### src/hw/rtl/iparp_pkg.sv
// Package for the IPv4/ARP/ICMP receive classifier.
// Holds verdict codes, register indexes, frame constants, the frame state struct and the ones' complement add.
// No dependencies.
package iparp_pkg;

    localparam int unsigned MAX_FRAME = 16384;
    localparam int unsigned CNT_W     = 16;

    localparam logic [0:0] REG_LOCAL_IP = 1'b0;
    localparam logic [0:0] REG_MASK     = 1'b1;

    localparam logic [15:0] ETYPE_ARP  = 16'h0806;
    localparam logic [15:0] ETYPE_IPV4 = 16'h0800;
    localparam logic [15:0] SUM_OK     = 16'hffff;
    localparam logic [3:0]  IP_VERSION = 4'd4;

    localparam logic [7:0] PROTO_ICMP = 8'd1;
    localparam logic [7:0] PROTO_TCP  = 8'd6;
    localparam logic [7:0] PROTO_UDP  = 8'd17;
    localparam logic [7:0] ICMP_ECHO  = 8'd8;

    typedef enum logic [4:0] {
        V_SHORT      = 5'd0,
        V_OTHER_ETH  = 5'd1,
        V_ARP_BAD    = 5'd2,
        V_ARP_NOTOUR = 5'd3,
        V_ARP_LEARN  = 5'd4,
        V_ARP_REQ    = 5'd5,
        V_IP_INVALID = 5'd6,
        V_IP_CSUM    = 5'd7,
        V_IP_NOTOUR  = 5'd8,
        V_BAD_SRC    = 5'd9,
        V_FRAGMENT   = 5'd10,
        V_UDP        = 5'd11,
        V_TCP        = 5'd12,
        V_OTHER_PROTO= 5'd13,
        V_ICMP_BAD   = 5'd14,
        V_ICMP_OTHER = 5'd15,
        V_ECHO_REQ   = 5'd16
    } t_verdict;

    // Frame state that the parser hands to the classifier.
    typedef struct packed {
        logic [CNT_W-1:0] byte_count;
        logic [15:0]      ether_type;
        logic [47:0]      eth_source;
        logic [47:0]      arp_fixed;
        logic [47:0]      arp_smac;
        logic [31:0]      sender;
        logic [31:0]      target;
        logic [7:0]       version_ihl;
        logic [15:0]      total_length;
        logic [15:0]      frag_word;
        logic [7:0]       protocol;
        logic [15:0]      header_sum;
        logic [15:0]      payload_sum;
        logic [7:0]       odd_byte;
        logic [7:0]       icmp_kind;
    } t_frame;

    function automatic logic [15:0] csum_add(input logic [15:0] s, input logic [15:0] w);
        logic [16:0] t;
        t = {1'b0, s} + {1'b0, w};
        return t[15:0] + {15'd0, t[16]};
    endfunction

endpackage

### src/hw/rtl/iparp_parser.sv
// Byte parser: keeps header fields and running checksums of one frame.
// Uses iparp_pkg.
module iparp_parser (
    input  logic                i_clk,
    input  logic                i_rst_n,
    input  logic                i_take,
    input  logic [7:0]          i_byte,
    input  logic                i_last,
    output iparp_pkg::t_frame   o_next
);
    iparp_pkg::t_frame r_frm, n_frm;
    logic [15:0] k;
    logic [15:0] p;
    logic [5:0]  hlen;
    logic [15:0] w;

    always_comb begin
        n_frm = r_frm;
        p     = r_frm.byte_count;
        k     = p - 16'd14;
        hlen  = {r_frm.version_ihl[3:0], 2'b00};
        w     = {r_frm.odd_byte, i_byte};
        if (r_frm.byte_count < iparp_pkg::CNT_W'(iparp_pkg::MAX_FRAME)) begin
            n_frm.byte_count = r_frm.byte_count + 1'b1;
            if (p >= 16'd6 && p < 16'd12)
                n_frm.eth_source = {r_frm.eth_source[39:0], i_byte};
            else if (p == 16'd12 || p == 16'd13)
                n_frm.ether_type = {r_frm.ether_type[7:0], i_byte};
            if (p >= 16'd14) begin
                if (r_frm.ether_type == iparp_pkg::ETYPE_ARP) begin
                    if (k < 16'd4 || k == 16'd6 || k == 16'd7)
                        n_frm.arp_fixed = {r_frm.arp_fixed[39:0], i_byte};
                    else if (k >= 16'd8 && k < 16'd14)
                        n_frm.arp_smac = {r_frm.arp_smac[39:0], i_byte};
                    else if (k >= 16'd14 && k < 16'd18)
                        n_frm.sender = {r_frm.sender[23:0], i_byte};
                    else if (k >= 16'd24 && k < 16'd28)
                        n_frm.target = {r_frm.target[23:0], i_byte};
                end else if (r_frm.ether_type == iparp_pkg::ETYPE_IPV4) begin
                    if (k == 16'd0) n_frm.version_ihl = i_byte;
                    else if (k == 16'd2 || k == 16'd3)
                        n_frm.total_length = {r_frm.total_length[7:0], i_byte};
                    else if (k == 16'd6 || k == 16'd7)
                        n_frm.frag_word = {r_frm.frag_word[7:0], i_byte};
                    else if (k == 16'd9) n_frm.protocol = i_byte;
                    else if (k >= 16'd12 && k < 16'd16)
                        n_frm.sender = {r_frm.sender[23:0], i_byte};
                    else if (k >= 16'd16 && k < 16'd20)
                        n_frm.target = {r_frm.target[23:0], i_byte};
                    if (k == {10'd0, hlen}) n_frm.icmp_kind = i_byte;
                    if (!k[0]) begin
                        n_frm.odd_byte = i_byte;
                    end else if (k < {10'd0, hlen}) begin
                        n_frm.header_sum = iparp_pkg::csum_add(r_frm.header_sum, w);
                    end else begin
                        n_frm.payload_sum = iparp_pkg::csum_add(r_frm.payload_sum, w);
                    end
                end
            end
        end
    end

    assign o_next = n_frm;

    // Clear per-frame state after the last beat.
    always_ff @(posedge i_clk) begin
        if (!i_rst_n) begin
            r_frm <= '0;
        end else if (i_take) begin
            r_frm <= i_last ? '0 : n_frm;
        end
    end
endmodule

### src/hw/rtl/iparp_classify.sv
// Verdict logic on the completed frame state; purely combinational.
// Uses iparp_pkg.
module iparp_classify (
    input  iparp_pkg::t_frame   i_frm,
    input  logic [31:0]         i_local_ip,
    input  logic [31:0]         i_subnet_mask,
    output logic [4:0]          o_verdict,
    output logic [31:0]         o_peer_ip,
    output logic [47:0]         o_peer_mac
);
    logic [15:0] plen;
    logic [15:0] hlen;
    logic        bcast;
    logic [15:0] s;
    iparp_pkg::t_verdict v;

    always_comb begin
        plen = i_frm.byte_count - 16'd14;
        hlen = {10'd0, i_frm.version_ihl[3:0], 2'b00};
        if (i_frm.target == 32'hffffffff) bcast = 1'b1;
        else if (i_frm.target == i_local_ip) bcast = 1'b0;
        else bcast = ((i_frm.target & i_subnet_mask) == (i_local_ip & i_subnet_mask))
                  && ((i_frm.target & ~i_subnet_mask) == ~i_subnet_mask);
        s = i_frm.payload_sum;
        if (plen[0]) s = iparp_pkg::csum_add(s, {i_frm.odd_byte, 8'd0});
        o_peer_ip  = '0;
        o_peer_mac = '0;
        if (i_frm.byte_count <= 16'd14) begin
            v = iparp_pkg::V_SHORT;
        end else begin
            o_peer_mac = i_frm.eth_source;
            if (i_frm.ether_type == iparp_pkg::ETYPE_ARP) begin
                if (plen < 16'd28 || i_frm.arp_fixed[47:32] != 16'd1
                    || i_frm.arp_fixed[31:16] != iparp_pkg::ETYPE_IPV4) begin
                    v = iparp_pkg::V_ARP_BAD;
                end else begin
                    o_peer_ip  = i_frm.sender;
                    o_peer_mac = i_frm.arp_smac;
                    if (i_frm.target != i_local_ip) v = iparp_pkg::V_ARP_NOTOUR;
                    else if (i_frm.arp_fixed[15:0] == 16'd1) v = iparp_pkg::V_ARP_REQ;
                    else v = iparp_pkg::V_ARP_LEARN;
                end
            end else if (i_frm.ether_type != iparp_pkg::ETYPE_IPV4) begin
                v = iparp_pkg::V_OTHER_ETH;
            end else if (plen < 16'd20 || i_frm.version_ihl[7:4] != iparp_pkg::IP_VERSION
                         || hlen < 16'd20 || hlen > plen || i_frm.total_length > plen) begin
                v = iparp_pkg::V_IP_INVALID;
            end else begin
                o_peer_ip = i_frm.sender;
                if (i_frm.header_sum != iparp_pkg::SUM_OK) v = iparp_pkg::V_IP_CSUM;
                else if (!bcast && i_frm.target != i_local_ip) v = iparp_pkg::V_IP_NOTOUR;
                else if (i_frm.sender == 32'hffffffff || i_frm.sender[31:28] == 4'he)
                    v = iparp_pkg::V_BAD_SRC;
                else if (i_frm.frag_word[13:0] != 14'd0) v = iparp_pkg::V_FRAGMENT;
                else if (i_frm.protocol == iparp_pkg::PROTO_UDP) v = iparp_pkg::V_UDP;
                else if (i_frm.protocol == iparp_pkg::PROTO_TCP) v = iparp_pkg::V_TCP;
                else if (i_frm.protocol != iparp_pkg::PROTO_ICMP) v = iparp_pkg::V_OTHER_PROTO;
                else if (plen - hlen < 16'd4 || s != iparp_pkg::SUM_OK)
                    v = iparp_pkg::V_ICMP_BAD;
                else if (i_frm.icmp_kind == iparp_pkg::ICMP_ECHO) v = iparp_pkg::V_ECHO_REQ;
                else v = iparp_pkg::V_ICMP_OTHER;
            end
        end
        o_verdict = v;
    end
endmodule

### src/hw/rtl/ipv4_arp_icmp_rx_classifier_top.sv
// IPv4/ARP/ICMP receive classifier, top level.
// After the last beat is taken, the verdict goes through frame state reg then result reg.
// One byte per cycle unless output stalls; set by the single-pass parser register.
// Reset (synchronous, active low): clears frame state, empties the pipeline,
// loads local_ip 10.1.23.2 and subnet_mask 255.255.255.0.
module ipv4_arp_icmp_rx_classifier_top (
    input  logic        i_clk,
    input  logic        i_rst_n,
    input  logic        i_cfg_we,
    input  logic [0:0]  i_cfg_index,
    input  logic [31:0] i_cfg_data,
    input  logic        s_axis_tvalid,
    output logic        s_axis_tready,
    input  logic [7:0]  s_axis_tdata,   // [7:0] data_byte
    input  logic        s_axis_tlast,   // frame_end
    output logic        m_axis_tvalid,
    input  logic        m_axis_tready,
    output logic [87:0] m_axis_tdata    // [4:0] verdict, [36:5] peer_ip, [84:37] peer_mac
);
    logic [31:0] r_local_ip, r_mask;
    iparp_pkg::t_frame w_next, r_done;
    logic        r_done_v;
    logic [4:0]  w_verdict;
    logic [31:0] w_pip;
    logic [47:0] w_pmac;
    logic        r_out_v;
    logic [84:0] r_out;
    logic        take, adv;

    assign adv           = !r_out_v || m_axis_tready;
    assign s_axis_tready = adv || !r_done_v;
    assign take          = s_axis_tvalid && s_axis_tready;

    always_ff @(posedge i_clk) begin
        if (!i_rst_n) begin
            r_local_ip <= 32'd167843586;
            r_mask     <= 32'hffffff00;
        end else if (i_cfg_we) begin
            unique case (i_cfg_index)
                iparp_pkg::REG_LOCAL_IP: r_local_ip <= i_cfg_data;
                iparp_pkg::REG_MASK:     r_mask     <= i_cfg_data;
                default: ;
            endcase
        end
    end

    iparp_parser u_parser (
        .i_clk(i_clk), .i_rst_n(i_rst_n), .i_take(take),
        .i_byte(s_axis_tdata), .i_last(s_axis_tlast), .o_next(w_next)
    );

    // Hold the finished frame state one stage.
    always_ff @(posedge i_clk) begin
        if (!i_rst_n) begin
            r_done_v <= 1'b0;
        end else if (adv || !r_done_v) begin
            r_done_v <= take && s_axis_tlast;
        end
    end
    always_ff @(posedge i_clk) begin
        if ((adv || !r_done_v) && take && s_axis_tlast) r_done <= w_next;
    end

    iparp_classify u_cls (
        .i_frm(r_done), .i_local_ip(r_local_ip), .i_subnet_mask(r_mask),
        .o_verdict(w_verdict), .o_peer_ip(w_pip), .o_peer_mac(w_pmac)
    );

    always_ff @(posedge i_clk) begin
        if (!i_rst_n) begin
            r_out_v <= 1'b0;
        end else if (adv) begin
            r_out_v <= r_done_v;
        end
    end
    always_ff @(posedge i_clk) begin
        if (adv && r_done_v) r_out <= {w_pmac, w_pip, w_verdict};
    end

    assign m_axis_tvalid = r_out_v;
    assign m_axis_tdata  = {3'd0, r_out};
endmodule

### config.mk
export PLATFORM = sky130hd
export DESIGN_NAME = ipv4_arp_icmp_rx_classifier_top
export DESIGN_NICKNAME = d
export VERILOG_FILES = /design/src/hw/rtl/iparp_pkg.sv /design/src/hw/rtl/iparp_parser.sv /design/src/hw/rtl/iparp_classify.sv /design/src/hw/rtl/ipv4_arp_icmp_rx_classifier_top.sv
export SDC_FILE = /design/constraint.sdc
export NUM_CORES = 2
export LEC_CHECK = 0
export BUFFER_PORTS_ARGS = -buffer_cell sky130_fd_sc_hd__buf_2
export CORE_MARGIN = 3
export CORE_UTILIZATION = 56
export DETAILED_ROUTE_END_ITERATION = 10
export PLACE_DENSITY = 0.73
export SLEW_MARGIN = 10
export SYNTH_ARGS = -nofsm -noshare
export SYNTH_HDL_FRONTEND = slang
export SYNTH_SLANG_ARGS = --single-unit
### constraint.sdc
create_clock -name i_clk -period 11.45 [get_ports i_clk]
set_input_delay 1.145 -clock i_clk [delete_from_list [all_inputs] [get_ports i_clk]]
set_output_delay 1.145 -clock i_clk [all_outputs]
set_load 0.01 [all_outputs]
# --- Word-level counts from Yosys, hierarchy flattened ---
# Cells that the tools add are included.
totals:
  regBits: 821
  inputBits: 47
  out_inout_bits: 90
op_classes:
  add_sub_neg: 10
  magnitude_cmp: 23
  n_eq_ne: 29
  muxes: 60
  bitwise_logic: 5
  reduce_logical: 35
ops:
  columns: ["op", "n"]
  rows:
  - ["$mux 336", 2]
  - ["$mux 64", 6]
  - ["$mux 32", 11]
  - ["$mux 256", 1]
  - ["$mux 48", 5]
  - ["$mux 96", 2]
  - ["$mux 160", 1]
  - ["$mux 112", 1]
  - ["$mux 16", 7]
  - ["$and 32x32->32", 3]
  - ["$eq 32x32->1", 3]
  - ["$lt 16x5->1 const B", 6]
  - ["$mux 5", 14]
  - ["$eq 32x32->1 const B", 2]
  - ["$ge 16x4->1 const B", 4]
  - ["$add 16x16->17", 3]
  - ["$add 16x1->16", 3]
  - ["$eq 16x12->1 const B", 3]
  - ["$eq 16x4->1 const B", 3]
  - ["$mux 40", 1]
  - ["$mux 8", 5]
  - ["$eq 16x2->1 const B", 2]
  - ["$eq 16x3->1 const B", 2]
  - ["$ge 16x5->1 const B", 2]
  - ["34 further kinds", 70]

# --- Longest topological paths before layout ---
depth:
  word_depth: 16
  depth_mapped: 19
  depth_no_buf: 19

# --- Cells and area by module ---
# From an unflattened synthesis, not the netlist that was laid out.
hier_totals:
  cells_unflattened: 3447
  hier_area_um2: 38499.4
by_module_without_submodules:
  columns: ["mod", "n_inst", "cells_each", "area_each_um2", "seq_area_each_um2"]
  rows:
  - ["iparp_parser", 1, 2178, 19167.1, 6726.5]
  - ["ipv4_arp_icmp_rx_classifier_top", 1, 713, 15452.3, 13963.4]
  - ["iparp_classify", 1, 556, 3880.0, 0.0]

# --- Worst setup path after synthesis ---
# OpenSTA, ideal clock, no wires.
synth_timing:
  path_type: "input port to flip-flop"
  from: "in m_axis_tready"
  to: "reg r_done[0] in the netlist's numbering, enable pin"
  t_arrival_ps: 8482
  required_time_ps: 10768
  slack_ps: 2286
  cell_stages: 7
  path_buffers: 2
  path_cell_list: "inv_1 -> nand3_1 -> and2_1 -> clkbuf_1 -> clkbuf_1 -> nand2_1 -> inv_1"
synth_between:
  elab_chain_cells: 5
synth_lines:
  columns: ["item", "line", "source"]
  rows:
  - ["start: declaration", "ipv4_arp_icmp_rx_classifier_top.sv:17", "input logic m_axis_tready,"]
  - ["$logic_or 1x1->1 (*)", "ipv4_arp_icmp_rx_classifier_top.sv:30", "assign adv = !r_out_v || m_axis_tready;"]
  - ["$logic_or 1x1->1 (*)", "ipv4_arp_icmp_rx_classifier_top.sv:31", "assign s_axis_tready = adv || !r_done_v;"]
  - ["net s_axis_tready", "ipv4_arp_icmp_rx_classifier_top.sv:13", "output logic s_axis_tready,"]
  - ["$logic_and 1x1->1", "ipv4_arp_icmp_rx_classifier_top.sv:32", "assign take = s_axis_tvalid && s_axis_tready;"]
  - ["$logic_and 1x1->1 (*) (2 in a row)", "ipv4_arp_icmp_rx_classifier_top.sv:61", "if ((adv || !r_done_v) && take && s_axis_tlast) r_done <= w_next;"]
  - ["end signal: assignment", "ipv4_arp_icmp_rx_classifier_top.sv:61", null]
  - ["end: declaration", "ipv4_arp_icmp_rx_classifier_top.sv:21", "iparp_pkg::t_frame w_next, r_done;"]
# The timed path passes the listed nets; every way through them passes the cells marked *.
# A chain may end at the register's enable or synchronous reset.

==> flow_summary.toml <==
[clocking]
path_clk_slew_ns = 0.06
cts_made_buffers = 83
cts_root_buf = "clkbuf_16"
insertion_delay_ns = 0.63
cts_setup_buffers = 0
cts_buffer_depth = 3
cts_sinks = 819
ctsHoldBuffers = 0
cts_tree = "done"
ctsResizeCount = 0
htreeDepth = 3

[logic_synthesis]
synth_area_leader_cell = "edfxtp_1"
synth-async-reset-ratio_pct = 0
avgSynthCellArea_sq_um = 11.3
synth.cell_area_sq_mm = 0.0370
syn_inst = 3268
synth-seq-cells = 819
synth_area_leaders = "edfxtp_1, dfxtp_1, mux2_2"
yosysWarnings = 0
synth_edf_count = 419
synth_ff_type = "edfxtp_1"
ys_seq_area_share_pct = 55.7
synth.distinct_cells = 84
synth_top_area_share_pct = 34.0

[worst_setup_path]
worstReg2RegEnd = "r_done[44]"
worstPathMaxFanout = 17
critPathCapture = "r_done[44]"
path_class = "input port to flip-flop"
crit_start = "s_axis_tdata[0]"
arrival_ns = 6.09
critPathMostFrequentCell = "ha_1"
worstSetupStartpointType = "input port"
critPathMaxStageDelay_ns = 0.69
rr_worst_depth = 19
reg2reg_slack_ns = 6.42
reg2reg_from = "u_parser.r_frm[32]"
critPathCaptureType = "flip-flop"
crit_chain = "buf_2 -> ha_1 -> fa_1 -> a211o_1 -> a21oi_1 -> o311ai_0 -> and3_1 -> o21ai_0 -> a21boi_0 -> o21ai_0 -> nand2b_1 -> ha_1 -> ha_1 -> nand2_1 -> nor3_1 -> nand4_1 -> nor4_1 -> a21boi_0 -> nor3_1 -> a21oi_1"
crit_slowest_cell = "nor4_1"
worst_ep_required_time_ns = 11.80

[timing]
final-hold-violation-count = 0
maxSlewHeadroom_pct = 14.5
rsz0062_at_grt = "false"
final_max_slew_viol_count = 0
tns_ns = 0
worst_slack_ns = 5.70
fmax_mhz = 174
clock_skew_ns = 0.0231
min_period_ns = 5.75
tightest_slew_ns = 1.28
fin_crit_sh_pct = 50.2
finalSetupViolations = 0

[layout]
area_delta_synth_final_pct = 11.5
fill_cells = 5017
layout.cells.most_common_list = "edfxtp_1, dfxtp_1, nor2_1, mux2_2, a22oi_1"
multi_input_area_sq_mm = 0.0156
drive_gt1_share_pct = 18.8
register_area_sq_mm = 0.0206
postLayoutCoreUtil_pct = 63.5
final_common_cell = "edfxtp_1"
nNetsFinal = 3458
post-route-cell-area_sq_mm = 0.0412

[global_routing]
grt_pass1_vias = 26300
antenna_found_initial = 1
grt_max_degree = 111
grt.overflow.total = 0
grt_first_pass_wirelength_mm = 148
grtUsageTotal_pct = 26.6

[routing]
routed_wl_mm = 94.6
vias = 26700
drtIter0Drc = 2467
drc = 0
first_pass_iters = 6
ant_nets = 0
viasPerCell = 6.28
routedWlPerCell_um = 22.2

[flow_run]
cap_viol_max_count = 0

[pwr]
p_per_area_mw_per_mm2 = 152
ir_drop_uv = 190
p_leak_nw = 15.3

[die]
rows = 93
die-area_sq_mm = 0.0691
die_y_um = 263
io_pins = 137
coreArea_sq_mm = 0.0649
initial_core_util_pct = 56.9
die_x_um = 263

[place]
postPlaceCellArea_sq_mm = 0.0383
place.port_buffers = 133
dp_hpwl_mm = 62.0
routabilityCongestion = 0.927
place_ws_ns = 5.26

[status]
outcome = "complete, no violations"

[min_path]
hp-class = "flip-flop to flip-flop"
Yosys cell counts (all sizes together), types with 16 or more instances:
| cell | instances |
|---|---|
| a22oi | 238 |
| nand3 | 83 |
| xnor2 | 36 |
| nand4 | 59 |
| nand2 | 218 |
| o21ai | 62 |
| inv | 43 |
| nor3 | 42 |
| clkbuf | 150 |
| nand2b | 19 |
| a211oi | 24 |
| ha | 75 |
| and3 | 26 |
| a22o | 85 |
| xor2 | 60 |
| nor2b | 59 |
| mux2i | 52 |
| o22ai | 18 |
| and2 | 16 |
| nor2 | 391 |
| mux2 | 294 |
| a21oi | 88 |
| dfxtp | 400 |
| nor4 | 50 |
| edfxtp | 419 |
| buf | 40 |
power breakdown:
| group | total [mW] | switching (mW) | internal, mW | leakage (nW) |
|---|---|---|---|---|
| Clock | 2.84 | 1.14 | 1.70 | 1.42 |
| Sequential | 3.18 | 0.0405 | 3.14 | 7.14 |
| Combinational | 0.259 | 0.191 | 0.0683 | 6.70 |
| Total | 6.28 | 1.38 | 4.91 | 15.3 |
worst min-delay path by stage:
stage	endpoint	startpoint	slack, ns	cells past startpoint
floorplan	r_mask[12]	r_mask[12]	0.43	2
global placement	u_parser.r_frm[124]	u_parser.r_frm[124]	0.46	1
detailed placement	u_parser.r_frm[254]	u_parser.r_frm[254]	0.46	1
CTS	r_local_ip[4]	r_local_ip[4]	0.47	2
global route	r_local_ip[4]	r_local_ip[4]	0.49	2
finish	r_local_ip[31]	r_local_ip[31]	0.47	2
critical path: cells and delay by family:
kind	cells	cell delay, ns
compound gates	8	1.63
fa+ha+maj	4	0.89
buf+inv	1	0.45
simple gates	7	1.96
registers in the layout, indices dropped and copies added, names as in the netlist:
| name | flops |
|---|---|
| r_done | 334 |
| u_parser.r_frm | 314 |
| r_out | 85 |
| r_local_ip | 32 |
| r_mask | 32 |
| u_parser.p | 16 |
| u_parser.hlen | 4 |
| m_axis_tvalid | 1 |
| r_done_v | 1 |
cells by family after synthesis:
kind of cell / count (synthesis) / synth area share (%)
AND/OR/NAND/NOR: 1029 / 13.2
flip-flops: 819 / 55.7
AO/OA/AOI/OAI: 660 / 13.0
multiplexers: 346 / 10.4
buffers and inverters: 235 / 2.48
XOR/XNOR: 99 / 2.46
adder cells (fa/ha/maj): 79 / 2.75
other: 1 / 0.0101
metal layers:
| metal | wire length (um) | share of wire [%] | vias to the layer above | GRT usage, % |
|---|---|---|---|---|
| li1 | - | - | 12400 | - |
| met1 | 39900 | 42 | 13200 | 35.1 |
| met2 | 46400 | 49 | 879 | 45.3 |
| met3 | 5410 | 5.7 | 171 | 3.61 |
| met4 | 2890 | 3.1 | 0 | 8.88 |
| met5 | 0 | 0 | - | 0 |
metrics by stage:
| stage | power [mW] | hold slack (ns) | std cells |
|---|---|---|---|
| after floorplan | 3.41 | 0.433 | 3270 |
| after global placement | 3.49 | 0.456 | 4102 |
| after detailed placement | 3.50 | 0.462 | 4102 |
| after CTS | 6.32 | 0.472 | 4257 |
| after global routing | 6.47 | 0.488 | 4257 |
| final | 6.28 | 0.469 | 4258 |
area by class of cell:
cell class              count  share of cell area (%)
flip-flops and latches    819                    50.0
multi-input cells        2216                    37.8
clock buffers             105                    5.49
well taps                 855                    2.60
repair buffers            167                    2.23
clock inverters            50                    1.49
inverters                  45                   0.446
diodes                      1                 0.00607
Power figures use the tool's default switching activity.
